<file path="config.mk">
export PLATFORM = sky130hd
export DESIGN_NAME = operand_type_stack_tracker_unit
export DESIGN_NICKNAME = d
export VERILOG_FILES = /design/src/rtl/otst_pkg.sv /design/src/rtl/otst_type_rules.sv /design/src/rtl/operand_type_stack_tracker_unit.sv
export SDC_FILE = /design/constraint.sdc
export NUM_CORES = 1
export LEC_CHECK = 0
export BUFFER_PORTS_ARGS = -buffer_cell sky130_fd_sc_hd__buf_2
export CORE_ASPECT_RATIO = 0.7
export CORE_MARGIN = 2
export CORE_UTILIZATION = 35
export DETAILED_ROUTE_END_ITERATION = 12
export HOLD_SLACK_MARGIN = 0.05
export SLEW_MARGIN = 20
export SYNTH_ARGS = -nofsm -noshare
export SYNTH_HDL_FRONTEND = slang
export SYNTH_HIERARCHICAL = 1
export SYNTH_SLANG_ARGS = --single-unit
export TNS_END_PERCENT = 10
</file>
<file path="constraint.sdc">
create_clock -name clk -period 5.4 [get_ports clk]
set_input_delay 1.08 -clock clk [delete_from_list [all_inputs] [get_ports clk]]
set_output_delay 1.08 -clock clk [all_outputs]
set_load 0.02 [all_outputs]
</file>
<file path="src/rtl/otst_pkg.sv">
// Shared types and constants for the operand type stack tracker.
// No dependencies; imported by the rule unit and the top level.
package otst_pkg;

    typedef logic [4:0] type_code_t;

    localparam logic [2:0] OP_NONE  = 3'd0;
    localparam logic [2:0] OP_PUSH  = 3'd1;
    localparam logic [2:0] OP_POP   = 3'd2;
    localparam logic [2:0] OP_ARITH = 3'd3;
    localparam logic [2:0] OP_CMP   = 3'd4;
    localparam logic [2:0] OP_SHIFT = 3'd5;
    localparam logic [2:0] OP_UNARY = 3'd6;
    localparam logic [2:0] OP_DUP   = 3'd7;

    localparam logic [1:0] STAT_OK    = 2'd0;
    localparam logic [1:0] STAT_UNDER = 2'd1;
    localparam logic [1:0] STAT_OVER  = 2'd2;
    localparam logic [1:0] STAT_NORES = 2'd3;

    localparam type_code_t T_I32    = 5'd2;
    localparam type_code_t T_I64    = 5'd3;
    localparam type_code_t T_U64    = 5'd7;
    localparam type_code_t T_NINT   = 5'd8;
    localparam type_code_t T_NUINT  = 5'd9;
    localparam type_code_t T_FLOAT  = 5'd10;
    localparam type_code_t T_F64    = 5'd12;
    localparam type_code_t T_PTR    = 5'd13;
    localparam type_code_t T_VEC_LO = 5'd15;
    localparam type_code_t T_VEC_HI = 5'd26;

    typedef struct packed {
        logic [2:0] operation;
        logic [4:0] pop_count;
        type_code_t given_type;
    } op_word_t;

    typedef struct packed {
        logic [6:0] depth;
        type_code_t top_type;
        logic       top_valid;
        logic [1:0] status;
    } res_word_t;

endpackage

</file>
<file path="src/rtl/otst_type_rules.sv">
// Result type rules for binary arithmetic, compare, shift and unary words.
// Depends on otst_pkg for type codes and operation codes.
module otst_type_rules
    import otst_pkg::*;
(
    input  logic [2:0] operation,
    input  type_code_t below,
    input  type_code_t top,
    output type_code_t result_type,
    output logic       no_result
);

    function automatic logic is_small_int(input type_code_t t);
        is_small_int = (t == 5'd0) || (t == 5'd1) || (t == 5'd2) ||
                       (t == 5'd4) || (t == 5'd5) || (t == 5'd6);
    endfunction

    function automatic logic is_long_int(input type_code_t t);
        is_long_int = (t == T_I64) || (t == T_U64);
    endfunction

    function automatic logic is_native(input type_code_t t);
        is_native = (t == T_NINT) || (t == T_NUINT);
    endfunction

    function automatic logic is_float(input type_code_t t);
        is_float = (t >= T_FLOAT) && (t <= T_F64);
    endfunction

    function automatic logic is_vector(input type_code_t t);
        is_vector = (t >= T_VEC_LO) && (t <= T_VEC_HI);
    endfunction

    always_comb
    begin
        result_type = T_I32;
        no_result   = 1'b0;
        case (operation)
            OP_ARITH:
            begin
                priority if (is_small_int(below))
                begin
                    priority if (is_small_int(top))
                        result_type = T_I32;
                    else if (is_native(top))
                        result_type = T_NINT;
                    else if (top == T_PTR)
                        result_type = T_PTR;
                    else
                        no_result = 1'b1;
                end
                else if (is_long_int(below))
                    result_type = T_I64;
                else if (is_native(below))
                    result_type = (top == T_PTR) ? T_PTR : T_NINT;
                else if (is_float(below))
                    result_type = T_FLOAT;
                else if (below == T_PTR)
                    result_type = (top == T_PTR) ? T_NINT : T_PTR;
                else if (is_vector(below) && (below == top))
                    result_type = below;
                else
                    no_result = 1'b1;
            end
            OP_SHIFT:
            begin
                priority if (is_small_int(below))
                    result_type = T_I32;
                else if (is_long_int(below))
                    result_type = T_I64;
                else
                    result_type = T_NINT;
            end
            OP_UNARY:
            begin
                priority if (is_small_int(top))
                    result_type = T_I32;
                else if (is_long_int(top))
                    result_type = T_I64;
                else if (is_float(top))
                    result_type = T_FLOAT;
                else if (is_native(top))
                    result_type = T_NINT;
                else
                    no_result = 1'b1;
            end
            default:
                result_type = T_I32;
        endcase
    end

endmodule

</file>
<file path="src/rtl/operand_type_stack_tracker_unit.sv">
// Operand type stack tracker: type stack in one synchronous memory, top entry in a register.
// The result word is registered as S_EXEC ends; S_EXEC waits while a result word is stalled.
// A word is accepted only in S_IDLE: the accept edge reads the entry the word needs (the new top
// after a pop, else the one below the top); S_EXEC writes back through the single write port.
// Reset clears depth, state and the result valid; the memory and the top entry are not cleared.
// Depends on otst_pkg and otst_type_rules.
module operand_type_stack_tracker_unit
    import otst_pkg::*;
#(
    parameter int STACK_DEPTH = 64
)
(
    input  logic      clk,
    input  logic      rst_n,
    input  logic      op_valid,
    output logic      op_stall,
    input  op_word_t  op,
    output logic      res_valid,
    input  logic      res_stall,
    output res_word_t res
);

    localparam int AW = (STACK_DEPTH > 1) ? $clog2(STACK_DEPTH) : 1;
    localparam int DW = $clog2(STACK_DEPTH + 1);
    localparam int EW = ((DW > 5) ? DW : 5) + 1;
    localparam logic [EW-1:0] SD_EXT = EW'(STACK_DEPTH);

    typedef enum logic [1:0] {
        S_IDLE = 2'b01,
        S_EXEC = 2'b10
    } state_t;

    state_t          state_reg, state_next;
    op_word_t        item_reg;
    logic [DW-1:0]   depth_reg, depth_next;
    type_code_t      top_reg, top_next;
    res_word_t       res_reg, res_next;
    logic            res_valid_reg, res_valid_next;

    type_code_t      mem [STACK_DEPTH];
    type_code_t      rd_data_reg;
    logic [AW-1:0]   rd_addr;
    logic [AW-1:0]   wr_addr;
    type_code_t      wr_data;
    logic            wr_en;

    logic            accept;
    logic            exec_go;
    logic [EW-1:0]   d_ext, cnt_ext, remain_ext, idx_top, idx_below, rd_ext;
    logic [1:0]      status;
    type_code_t      rule_type;
    logic            rule_nores;

    assign op_stall  = (state_reg != S_IDLE);
    assign accept    = op_valid && !op_stall;
    assign exec_go   = (state_reg == S_EXEC) && (!res_valid_reg || !res_stall);
    assign res_valid = res_valid_reg;
    assign res       = res_reg;

    assign d_ext      = EW'(depth_reg);
    assign cnt_ext    = EW'(item_reg.pop_count);
    assign remain_ext = d_ext - cnt_ext;
    assign idx_top    = d_ext - EW'(1);
    assign idx_below  = d_ext - EW'(2);

    // pick the entry the word will need: new top after a pop, else the one below the top
    assign rd_ext  = (op.operation == OP_POP) ? (d_ext - EW'(op.pop_count) - EW'(1))
                                              : (d_ext - EW'(2));
    assign rd_addr = rd_ext[AW-1:0];

    otst_type_rules u_rules (
        .operation   (item_reg.operation),
        .below       (rd_data_reg),
        .top         (top_reg),
        .result_type (rule_type),
        .no_result   (rule_nores)
    );

    always_comb
    begin
        depth_next = depth_reg;
        top_next   = top_reg;
        status     = STAT_OK;
        wr_en      = 1'b0;
        wr_addr    = idx_top[AW-1:0];
        wr_data    = rule_type;
        unique case (item_reg.operation)
            OP_NONE:
            begin
                status = STAT_OK;
            end
            OP_PUSH:
            begin
                priority if (cnt_ext > d_ext)
                    status = STAT_UNDER;
                else if (remain_ext == SD_EXT)
                    status = STAT_OVER;
                else
                begin
                    wr_en      = 1'b1;
                    wr_addr    = remain_ext[AW-1:0];
                    wr_data    = item_reg.given_type;
                    depth_next = DW'(remain_ext + EW'(1));
                    top_next   = item_reg.given_type;
                end
            end
            OP_POP:
            begin
                if (cnt_ext > d_ext)
                    status = STAT_UNDER;
                else
                begin
                    depth_next = DW'(remain_ext);
                    top_next   = rd_data_reg;
                end
            end
            OP_ARITH, OP_CMP, OP_SHIFT:
            begin
                priority if (d_ext < EW'(2))
                    status = STAT_UNDER;
                else if (rule_nores)
                    status = STAT_NORES;
                else
                begin
                    wr_en      = 1'b1;
                    wr_addr    = idx_below[AW-1:0];
                    depth_next = DW'(idx_top);
                    top_next   = rule_type;
                end
            end
            OP_UNARY:
            begin
                priority if (d_ext == '0)
                    status = STAT_UNDER;
                else if (rule_nores)
                    status = STAT_NORES;
                else
                begin
                    wr_en    = 1'b1;
                    top_next = rule_type;
                end
            end
            OP_DUP:
            begin
                priority if (d_ext == '0)
                    status = STAT_UNDER;
                else if (d_ext >= SD_EXT)
                    status = STAT_OVER;
                else
                begin
                    wr_en      = 1'b1;
                    wr_addr    = d_ext[AW-1:0];
                    wr_data    = top_reg;
                    depth_next = DW'(d_ext + EW'(1));
                end
            end
        endcase
    end

    always_comb
    begin
        res_next.depth     = 7'(depth_next);
        res_next.top_valid = (depth_next != '0);
        res_next.top_type  = (depth_next != '0) ? top_next : '0;
        res_next.status    = status;
    end

    always_comb
    begin
        state_next     = state_reg;
        res_valid_next = res_valid_reg;
        if (res_valid_reg && !res_stall)
            res_valid_next = 1'b0;
        unique case (state_reg)
            S_IDLE:
            begin
                if (accept)
                    state_next = S_EXEC;
            end
            S_EXEC:
            begin
                // hold while the previous result word is still stalled
                if (exec_go)
                begin
                    state_next     = S_IDLE;
                    res_valid_next = 1'b1;
                end
            end
            default:
                state_next = S_IDLE;
        endcase
    end

    always_ff @(posedge clk or negedge rst_n)
    begin
        if (!rst_n)
        begin
            state_reg     <= S_IDLE;
            depth_reg     <= '0;
            res_valid_reg <= 1'b0;
        end
        else
        begin
            state_reg     <= state_next;
            res_valid_reg <= res_valid_next;
            if (exec_go)
                depth_reg <= depth_next;
        end
    end

    always_ff @(posedge clk)
    begin
        if (accept)
            item_reg <= op;
        if (exec_go)
        begin
            top_reg <= top_next;
            res_reg <= res_next;
        end
    end

    always_ff @(posedge clk)
    begin
        if (exec_go && wr_en)
            mem[wr_addr] <= wr_data;
        if (accept)
            rd_data_reg <= mem[rd_addr];
    end

endmodule

</file>
==> results of run 1 <==
-- area by class of cell --
cell class | instances | area share [%]
Sequential cell | 368 | 54.0
Multi-Input combinational cell | 748 | 30.2
Timing Repair Buffer | 141 | 5.28
Clock buffer | 44 | 4.68
Tap cell | 665 | 4.09
Clock inverter | 22 | 1.04
Inverter | 35 | 0.645
-- power breakdown --
| part | leakage, uW | internal [uW] | total (uW) | switching [uW] |
|---|---|---|---|---|
| Clock | 0.000567 | 1420 | 2520 | 1100 |
| Combinational | 0.00406 | 1950 | 5270 | 3320 |
| Sequential | 0.00340 | 3410 | 3540 | 130 |
-- kinds of logic (layout without fill, tap and decap cells) --
kind of cell	count (synthesis)	count (layout)	share of synthesized area, %
adders and majority gates	19	19	1.44
muxes	322	322	18.4
xor gates and xnor gates	22	22	1.10
DFF	368	368	62.7
AOI/OAI and AO/OA	171	171	7.24
and+or+nand+nor	214	214	6.67
buffers and inverters	112	242	2.52
-- routing by layer --
layer  part of all wire (%)  vias to the layer above  track usage [%]
li1                       -                     5006                -
met1                     50                     5420             26.8
met2                     40                      423             23.1
met3                    8.1                       56             3.69
met4                    1.5                        0             3.59
met5                      0                        -                0
-- synth_stat cells, drive strengths merged, types with 13 or more instances --
cell	instances
nand2	43
clkbuf	45
nor3	43
inv	34
buf	32
nor2b	13
nor4	28
a21oi	28
o21ai	30
xnor2	18
mux2i	320
ha	17
edfxtp	358
nor2	23
-- cell usage in the layout, fill, tap and decap left out, types with 25 or more instances in the layout --
cell and instances:
nor4_1 28, inv_1 28, nor3_1 42, o21ai_0 25, a21oi_1 26, buf_4 100
clkbuf_16 37, nand2_1 43, mux2i_1 319, edfxtp_1 358, buf_2 33
-- path summary, 6_finish.rpt --
path	start	to	slack, ps	depth (start not counted)
min	rst_n	depth_reg[5]	400	1
max reg2reg	depth_reg[0]	mem[18][4]	660	13
max	depth_reg[0]	mem[18][4]	660	13
min in group clk	res_valid	res_valid	530	2
min reg2reg	res_valid	res_valid	530	2
max in group asynchronous	rst_n	state_reg[0]	4720	1
-- worst reg2reg max path, cell delays in order (launching register included) --
cell and delay (ps):
dfrtp_1 380, inv_1 160, ha_1 200, inv_1 60, fa_1 410, a211o_1 330, a211o_1 320, xor2_1 200
or4_1 710, a32oi_1 320, o211ai_1 150, or2_0 350, buf_4 210, nor3_1 580
-- through the flow --
step                instance area (um2)  hold slack (ps)
global route                      20400              397
detailed placement                19200              506
CTS                               20400              382
global placement                  19200              489
finish                            20400              402
floorplan                         17600              479
==> flow_summary_export.csv, run 1 <==
group,metric,value,unit
global_routing,antenna_found_initial,0,
setup_path,required,5580,ps
sta,finalHoldViolCount,0,
setup_path,path_cells,"inv_1 -> ha_1 -> inv_1 -> fa_1 -> a211o_1 -> a211o_1 -> xor2_1 -> or4_1 -> a32oi_1 -> o211ai_1 -> or2_0 -> buf_4 -> nor3_1",
setup_path,cp_slowest_stage_delay,710,ps
logic_synthesis,synthTopCellsByArea,"edfxtp_1 61%, mux2i_1 18%, dfrtp_1 1.3%",
die,design.core.area,49400,um2
drt,route.vias.total,10900,
cts,cts_num_sinks,368,
drt,first_iter_violations,1282,
final_layout,antenna_cells,0,
drt,routed_wl,44.0,mm
logic_synthesis,synth-seq-area-share,62.7,%
logic_synthesis,synthCells,1228,
global_routing,grt_first_pass_wirelength,66.9,mm
setup_path,critical_path_buf_inv_count,3,
placement,portBuffers,33,
sta,maxSlewHeadroom,39.8,%
final_layout,postLayoutCoreUtil,41.2,%
run,maxCapViolCount,0,
pwr,p_leak,0.00803,uW
logic_synthesis,synth-seq-cells,368,
cts,clk-insertion-delay-late,550,ps
die,die_w,272,um
drt,drc,0,
setup_path,critPathSlowestCell,"or4_1",
sta,fin_crit,4740,ps
cts,clkTransAtPathRegs,70,ps
sta,rsz0062_at_grt,"false",
pwr,power,11300,uW
logic_synthesis,synthesis.nets,1264,
global_routing,grt_overflow,0,
placement,dp_hpwl,28.4,mm
logic_synthesis,synth_flop_cell,"edfxtp_1",
die,die_y,191,um
status,status,"finished, final reports clean",
drt,final_antenna_net_count,0,
cts,root_buffer,"clkbuf_16",
final_layout,fillers,4502,
global_routing,grt_max_degree,96,
final_layout,stdcell_count,2023,
final_layout,drive_gt1_share,16.8,%
pwr,power.density,556,nW/um2
logic_synthesis,synth_top_area_share,61.2,%
setup_path,arrival,4910,ps
cts,cts_tree,"built",
logic_synthesis,yosys.cell_types.count,82,
sta,setup_slack,665,ps
worst_hold_path,hold_class,"input pin to async pin",
cts,clk_path_buf_depth,3,
final_layout,multiInputGateArea,6160,um2
sta,fin_skew,17.1,ps
sta,fmax,0.211,GHz
placement,gp_congestion,0.951,
logic_synthesis,ys_warn_count,6,
cts,numCtsBuffers,37,
die,die_area,52000,um2
logic_synthesis,ys_async_sr_fraction,2.72,%
die,initial_core_util,35.5,%
global_routing,grt_pass1_vias,10600,
sta,setup_tns,0,ps
final_layout,nNetsFinal,1367,
setup_path,path_delay_family,"simple AND/OR/NAND/NOR gates",
cts,cts_resized,0,
pwr,ir_drop,0.000441,V
logic_synthesis,yosysTopAreaCell,"edfxtp_1",
setup_path,critPathKind,"flop to flop",
sta,tightest_slew,896,ps
global_routing,grt_usage,16.9,%
sta,slew_viol_final,0,
sta,fin_crit_sh,87.7,%
drt,first_pass_iters,6,
placement,placed_cells,1957,
final_layout,areaGrowthSynthToFinish,16.0,%
setup_path,cp-start-kind,"flop",
final_layout,largest_reg_flops,320,
cts,holdBufCountCts,0,
cts,cts_setup_buffers,0,
setup_path,crit_fanout,8,
placement,dp_slack,701,ps
final_layout,regArea,11000,um2
logic_synthesis,syn_avg_cell_area,14.3,um2
sta,setup-violations-final,0,
drt,drt-vias-per-instance,5.39,
die,ios,34,
logic_synthesis,syn_area,17600,um2
cts,htreeDepth,2,
die,rows,68,
drt,wl_per_cell,21.7,um
setup_path,worst_setup_path_end_kind,"flop",
logic_synthesis,synth_edf_count,358,
(Power assumes the default switching activity.)
==> run 2, diff against run 1 <==
Settings changed: PLACE_DENSITY_LB_ADDON set to 0.12.
==> run 2 against run 1 <==
Effect of this change:
- clock skew shrank 2.0 ps
- count of clock-buffer cells in the layout decreased by 1
- design area increased by 0.82%
- non-clock buffer count is 9 higher
- final cell count increased by 0.64%
- largest cell class unchanged
- highest routed layer unchanged
==> flow_summary_export.csv, run 2 (synthesis results as in run 1) <==
group,metric,value,unit
status,status,"finished, final reports clean",
final_layout,layout_commonest_cell,"edfxtp_1",
global_routing,antenna_found_initial,0,
placement,portBuffers,33,
run,maxCapViolCount,0,
placement,gp_congestion,0.962,
global_routing,grt_first_pass_wirelength,71.3,mm
cts,root_buffer,"clkbuf_16",
drt,drc,0,
setup_path,r2r_setup_slack,530,ps
placement,placed_cell_area,19300,um2
cts,clk_path_buf_depth,3,
cts,numCtsBuffers,38,
drt,top_layer_used,"met4",
setup_path,r2r-start,"depth_reg[0]",
die,initial_core_util,35.5,%
pwr,p_leak,0.00812,uW
cts,cts_resized,0,
final_layout,regArea,11000,um2
drt,final_antenna_net_count,0,
sta,maxSlewHeadroom,45.5,%
cts,cts_setup_buffers,0,
die,rows,68,
global_routing,grt_usage,18.3,%
drt,wl_per_cell,23.1,um
worst_hold_path,hold_class,"input pin to async pin",
cts,clk-insertion-delay-late,540,ps
sta,tightest_slew,816,ps
sta,slew_viol_final,0,
sta,fin_crit,4870,ps
die,design.core.area,49400,um2
final_layout,largest_reg_flops,320,
pwr,ir_drop,0.000349,V
cts,holdBufCountCts,0,
setup_path,critPathKind,"flop to flop",
drt,route.vias.total,10700,
drt,routed_wl,47.1,mm
final_layout,layout_common_cells,"358 x edfxtp_1, 319 x mux2i_1, 107 x buf_4, 43 x nand2_1, 42 x nor3_1",
drt,first_iter_violations,932,
die,die_y,191,um
setup_path,crit_fanout,16,
global_routing,grt_max_degree,81,
final_layout,multiInputGateArea,6170,um2
final_layout,antenna_cells,0,
setup_path,cp_slowest_stage_delay,520,ps
sta,fmax,0.205,GHz
die,die_w,272,um
drt,wl_met1,24.6,mm
drt,wl_met3,3.16,mm
drt,drt-vias-per-instance,5.27,
sta,fin_skew,15.1,ps
setup_path,reg2reg_depth,14,
cts,htreeDepth,2,
global_routing,grt_overflow,0,
sta,rsz0062_at_grt,"false",
setup_path,rr_endpoint,"mem[39][0]",
sta,setup_tns,0,ps
die,ios,34,
setup_path,cp-start-kind,"flop",
die,die_area,52000,um2
final_layout,post-route-cell-area,20500,um2
final_layout,fillers,4533,
drt,dr_wl_met2,18.7,mm
pwr,power.density,564,nW/um2
cts,cts_tree,"built",
setup_path,critPathSlowestCell,"dfrtp_1",
sta,fin_crit_sh,90.2,%
cts,clkTransAtPathRegs,70,ps
final_layout,areaGrowthSynthToFinish,16.9,%
setup_path,worst_setup_path_end_kind,"flop",
cts,cts_num_sinks,368,
final_layout,drive_gt1_share,17.5,%
sta,finalHoldViolCount,0,
setup_path,arrival,5120,ps
sta,setup-violations-final,0,
final_layout,nNetsFinal,1377,
placement,dp_hpwl,30.6,mm
drt,first_pass_iters,6,
global_routing,grt_pass1_vias,10700,
setup_path,required,5650,ps
setup_path,path_cells,"inv_1 -> ha_1 -> inv_1 -> fa_1 -> a211o_1 -> a211o_1 -> xor2_1 -> or4_1 -> nand2_1 -> a311oi_1 -> nand2_1 -> buf_4 -> nor4_1 -> buf_4",
[run 2: worst max path at each step]
stage,startpoint,to,slack [ps]
final,depth_reg[0],mem[39][0],530
after global routing,depth_reg[0],mem[39][0],220
after CTS,depth_reg[0],mem[39][0],570
after detailed placement,depth_reg[0],mem[39][0],600
after global placement,depth_reg[2],mem[39][1],600
after floorplan,depth_reg[0],mem[30][0],890
[run 2: area by class of cell]
| type | count | area share (%) |
|---|---|---|
| flip-flops and latches | 368 | 53.6 |
| multi-input cells | 748 | 30.0 |
| repair buffers | 150 | 5.69 |
| clock buffers | 43 | 4.72 |
| well taps | 665 | 4.05 |
| clock inverters | 27 | 1.26 |
| inverters | 35 | 0.640 |
[run 2: stage by stage]
step	power [uW]	hold WS, ps	utilization [%]	cells	setup WS [ps]
floorplan	7070	479	-	1228	895
global placement	9020	498	39.0	1966	599
detailed placement	8980	506	39.0	1966	596
CTS	11600	409	41.5	2036	570
global route	12200	411	41.5	2036	219
finish	11600	433	41.5	2036	530
[run 2: worst max-delay path: cells and delay by family (launching register included)]
kind | cells | cell delay [ps]
AOI/OAI and AO/OA | 3 | 1160
and+or+nand+nor | 4 | 1150
buffers and inverters | 4 | 790
adders and majority gates | 2 | 610
DFF | 1 | 520
xor gates and xnor gates | 1 | 350
[run 2: power by group]
| group | internal, uW | switching (uW) |
|---|---|---|
| registers | 3410 | 156 |
| logic | 1970 | 3400 |
| clock network | 1500 | 1140 |
| total | 6880 | 4690 |
[run 2: metal layers]
layer | vias to the layer above | track usage [%]
met5 | - | 0
met1 | 5301 | 29.2
met2 | 340 | 25.0
li1 | 5035 | -
met3 | 52 | 4.21
met4 | 0 | 3.49
